**config.mk**
```make
export PLATFORM = sky130hd
export DESIGN_NAME = dlss_ram
export DESIGN_NICKNAME = d
export VERILOG_FILES = /design/src/rtl/core/dlss_ram.sv
export SDC_FILE = /design/constraint.sdc
export NUM_CORES = 1
export LEC_CHECK = 0
export BUFFER_PORTS_ARGS = -buffer_cell sky130_fd_sc_hd__buf_4
export CORE_AREA = 3 3 126 128
export CTS_CLUSTER_DIAMETER = 80
export DETAILED_ROUTE_END_ITERATION = 10
export DIE_AREA = 0 0 129 131
export RECOVER_POWER = 25
export SETUP_SLACK_MARGIN = 0.4
export SLEW_MARGIN = 20
export SYNTH_ARGS = -nofsm -noshare
export SYNTH_HDL_FRONTEND = slang
export SYNTH_SLANG_ARGS = --single-unit
```
**constraint.sdc**
```tcl
create_clock -name clock -period 1.9 [get_ports clock]
set_clock_uncertainty 0.1 [all_clocks]
set_input_delay 0.285 -clock clock [delete_from_list [all_inputs] [get_ports clock]]
set_output_delay 0.285 -clock clock [all_outputs]
set_load 0.005 [all_outputs]
```
**src/rtl/core/dlss_ram.sv**
```systemverilog
// Generic simple dual port RAM: one write port, one registered read port.
// Depends on nothing.
module dlss_ram #(
   parameter int WIDTH     = 8,
   parameter int DEPTH     = 16,
   parameter int ADDR_BITS = $clog2(DEPTH)
) (
   input  logic                 clock,
   input  logic                 wr_en,
   input  logic [ADDR_BITS-1:0] wr_addr,
   input  logic [WIDTH-1:0]     wr_data,
   input  logic [ADDR_BITS-1:0] rd_addr,
   output logic [WIDTH-1:0]     rd_data
);

   logic [WIDTH-1:0] mem_ff [DEPTH];
   logic [WIDTH-1:0] rd_data_ff;

   always_ff @(posedge clock) begin
      if (wr_en) begin
         mem_ff[wr_addr] <= wr_data;
      end
      rd_data_ff <= mem_ff[rd_addr];
   end

   assign rd_data = rd_data_ff;

endmodule

```
==> results.rst <==
.. list-table::
   :header-rows: 1

   * - Metric
     - Value
   * - Power density over cell area
     - roughly 1100 nW/um^2
   * - Max Freq
     - 689 MHz
   * - Final routed wire length divided by cell count
     - 20.5 um
   * - Most frequent cells in the layout
     - sky130_fd_sc_hd__edfxtp_1 (128), sky130_fd_sc_hd__buf_4 (38), sky130_fd_sc_hd__mux4_2 (18)
   * - Growth of design area from synthesis to finish
     - 22.9%
   * - Proportion of synthesized chip area in sequential cells
     - 77.8%
   * - Number of detailed-route iterations in the first pass
     - 5
   * - Number of design-rule violations left by the first detailed-router iteration
     - 286
   * - Register bit count reported by yosys
     - 136
   * - Accumulated negative setup slack
     - 0 ns
   * - DP HPWL
     - 6630 um
   * - Synth Cell Area
     - 5150 sq um
   * - Global-route wire length before repair
     - around 15000 um
   * - Per-cell via count in the routed design
     - slightly below 5
   * - TritonCTS clock tree
     - done
   * - Net count of the finished layout
     - 305
   * - Deepest level of the CTS H-tree
     - 4
   * - Pin count of the biggest net entering global routing
     - 22
   * - Worst-skew pair later-pin latency
     - 0.42 ns
   * - Area share of the largest cell type after synthesis
     - roughly three quarters
   * - Kind of cell with the highest combined delay on the critical path
     - multiplexers
   * - Global routing usage on met1
     - 17.3%
   * - Count of filler cells inserted in the layout
     - 1326
   * - Die Footprint
     - around 17000 sq um
   * - Placed insts
     - 456
   * - Number of placement rows
     - 45
   * - RSZ-0062 raised after global routing
     - yes
   * - Horizontal die dimension
     - 129 um
   * - Cell type of the slowest stage on the worst timing path
     - sky130_fd_sc_hd__mux4_1
   * - Most common cell after layout, fill and taps aside
     - sky130_fd_sc_hd__edfxtp_1
   * - Antenna-violating nets left
     - 0
   * - Capturing element type of the critical path
     - flip-flop
   * - Residual DRC
     - 0
   * - Crit-path max FO
     - 1
   * - Number of warnings printed during yosys synthesis
     - 0
   * - Critical path depth in cells
     - 3
   * - Clock tree root buffer cell
     - sky130_fd_sc_hd__clkbuf_16
   * - Clock Pin Slew Worst Setup and Hold Paths
     - 0.05 ns
   * - Tightest slew margin relative to the limit
     - 54.0%
   * - Placed cell area
     - 5750 sq um
   * - Final core utilization
     - 42.2%
   * - Startpoint of the worst register-to-register path
     - mem_ff[1][5]$_DFFE_PP_
   * - Final estimated routing congestion in global placement
     - ~0.71
   * - TritonCTS buffer count
     - 17
   * - Storage element area
     - 4000 sq um
   * - Run status
     - completed
   * - Largest cells by area after synthesis
     - sky130_fd_sc_hd__edfxtp_1 (75%), sky130_fd_sc_hd__mux4_2 (7.9%), sky130_fd_sc_hd__mux4_1 (7.1%)
   * - Worst voltage drop across the vdd grid
     - 0.628 mV
   * - Met3 usage in global routing
     - 4.31%
   * - Leading area contributor after synthesis
     - sky130_fd_sc_hd__edfxtp_1
   * - Worst-case setup margin in the final layout
     - between 0.4 and 0.5 ns
   * - Non-filler instance count after layout
     - 488
   * - Post-Synthesis Cells
     - 229
   * - Peak per-stage delay on the critical path
     - between 0.5 and 0.6 ns
   * - Worst r2r dst
     - rd_data[5]$_DFF_P_
   * - Buffers and inverters on the worst path
     - 0
   * - CP Capture Point
     - rd_data[5]$_DFF_P_
   * - Total count of max-transition violations in the final report
     - 0
   * - GR Util All Layers
     - 12.8%
   * - Core region area
     - 15000 sq um
   * - Reg-to-reg setup timing slack
     - 0.45 ns
   * - Pre-CTS setup slack
     - 0.0629 ns
   * - Shortest period the worst path allows
     - approximately 1.5 ns
   * - Net count after synthesis
     - 247
   * - Count of clock tree sinks
     - 136
   * - Buffers from clock root to sink, at most
     - 2
   * - Portion of the clock cycle consumed by the worst path in the final layout
     - 76.4%
   * - Top Ports
     - 26
   * - Vias after detailed routing
     - around 2400
   * - Diodes inserted
     - 0
   * - Mean instance size in the synthesized netlist
     - 22.5 sq um
   * - Vias in the first global route
     - approximately 2500
   * - Layer with the highest usage after global routing
     - met2
   * - Met2 layer usage reported by global route
     - roughly a fifth
   * - Final-report hold violation count
     - 0
   * - Critical path arrival
     - 1.65 ns
   * - Fraction of final layout cells sized beyond drive strength 1
     - between 30 and 40%
   * - Congestion Overflow GR
     - 0
   * - Post-synth cell types
     - 19
   * - Layout Cell Area excl Fill
     - 6320 sq um
   * - Multi-input gate area
     - 1110 sq um
   * - Initial standard-cell utilization of the core
     - around 34%
   * - Crit. Startpoint
     - mem_ff[1][5]$_DFFE_PP_
   * - Count of final setup violators
     - 0
   * - Crit path cell chain
     - mux4_1, a22oi_2, nand2_1
   * - Number of antenna violations at the first check in global routing
     - 0
   * - Post-detailed-routing wire length
     - 10000 um
   * - Category of the most critical setup path
     - flip-flop to flip-flop
   * - Min-Delay Path Depth
     - 1
   * - Setup crit start kind
     - flip-flop
   * - Maxcap violations
     - 0
   * - Path category of the worst min-delay check
     - input pin to flip-flop
   * - Slew @ Worst Pin
     - 0.691 ns
   * - Die height
     - 131 um
   * - IO Port Bufs
     - 25
   * - Required arrival time at the worst endpoint
     - 2.09 ns
   * - Static leakage
     - 2.12 nW
   * - Worst reg2reg path depth
     - 3
-- report_power, final --
group / switching, mW / total, mW / internal, mW
logic: 0.186 / 0.349 / 0.163
registers: 0.0182 / 3.37 / 3.36
clock network: 1.16 / 3.20 / 2.03
total: 1.37 / 6.92 / 5.55
-- flip-flops by register name, summed over array words and instances (netlist names) --
signal,flops
mem_ff,128
rd_data,8
-- metal layers --
metal	wire, um	part of all wire (%)	vias to the layer above
met4	130	1.3	0
met2	4800	48	55
met3	489	4.9	14
met1	4600	46	1244
met5	0	0	-
li1	-	-	1090
-- worst min path at each step --
| stage | slack, ns | to | startpoint |
|---|---|---|---|
| floorplan | 0.28 | mem_ff[0][0]$_DFFE_PP_ | wr_data[0] |
| global placement | 0.48 | mem_ff[6][6]$_DFFE_PP_ | wr_data[6] |
| detailed placement | 0.50 | mem_ff[6][6]$_DFFE_PP_ | wr_data[6] |
| CTS | 0.06 | mem_ff[6][6]$_DFFE_PP_ | wr_data[6] |
| global route | 0.10 | mem_ff[11][1]$_DFFE_PP_ | wr_data[1] |
| finish | 0.09 | mem_ff[1][1]$_DFFE_PP_ | wr_data[1] |
-- cell usage after synthesis --
library cell and instances:
sky130_fd_sc_hd__clkdlybuf4s25_2 3, sky130_fd_sc_hd__and2b_1 1, sky130_fd_sc_hd__nor2_1 13, sky130_fd_sc_hd__or3b_2 1
sky130_fd_sc_hd__nor2b_1 1, sky130_fd_sc_hd__nand3b_1 2, sky130_fd_sc_hd__mux4_2 18, sky130_fd_sc_hd__edfxtp_1 128
sky130_fd_sc_hd__nand2_1 9, sky130_fd_sc_hd__buf_4 1, sky130_fd_sc_hd__buf_2 3, sky130_fd_sc_hd__nand2b_1 2
sky130_fd_sc_hd__nor3_1 4, sky130_fd_sc_hd__a22oi_1 16, sky130_fd_sc_hd__mux4_1 14, sky130_fd_sc_hd__dfxtp_1 8
sky130_fd_sc_hd__buf_6 3, sky130_fd_sc_hd__and2_1 1, sky130_fd_sc_hd__nand3_1 1
-- worst register-to-register path: stages (launching register included) --
cell and delay (ns):
sky130_fd_sc_hd__edfxtp_1 0.38, sky130_fd_sc_hd__mux4_1 0.56, sky130_fd_sc_hd__a22oi_2 0.21, sky130_fd_sc_hd__nand2_1 0.09
-- stage by stage --
stage	hold slack (ns)	power, mW
4_1_cts	0.0623	7.00
5_1_grt	0.100	7.15
6_report	0.0929	6.92
3_3_place_gp	0.481	3.78
3_5_place_dp	0.503	3.79
2_1_floorplan	0.284	3.61
-- kinds of logic (layout without fill, tap and decap cells) --
family | after synthesis | after routing | synth area share [%]
DFF | 136 | 136 | 77.8
buffers and inverters | 10 | 81 | 1.68
AOI/OAI and AO/OA | 16 | 16 | 2.33
and+or+nand+nor | 35 | 35 | 3.18
muxes | 32 | 32 | 15.0
-- cell type report --
| cell class | count | share of cell area [%] |
|---|---|---|
| Tap cell | 188 | 3.72 |
| Clock buffer | 17 | 6.73 |
| Timing Repair Buffer | 49 | 6.19 |
| Clock inverter | 15 | 2.53 |
| Sequential cell | 136 | 63.3 |
| Multi-Input combinational cell | 83 | 17.5 |
-- timing repair --
| action | in CTS | in global routing |
|---|---|---|
| gates resized for setup | 1 | 3 |
| buffers inserted | 0 | 0 |
| hold buffers | 0 | 0 |
| setup endpoints to repair | 1 | 4 |
(Power assumes the default switching activity.)
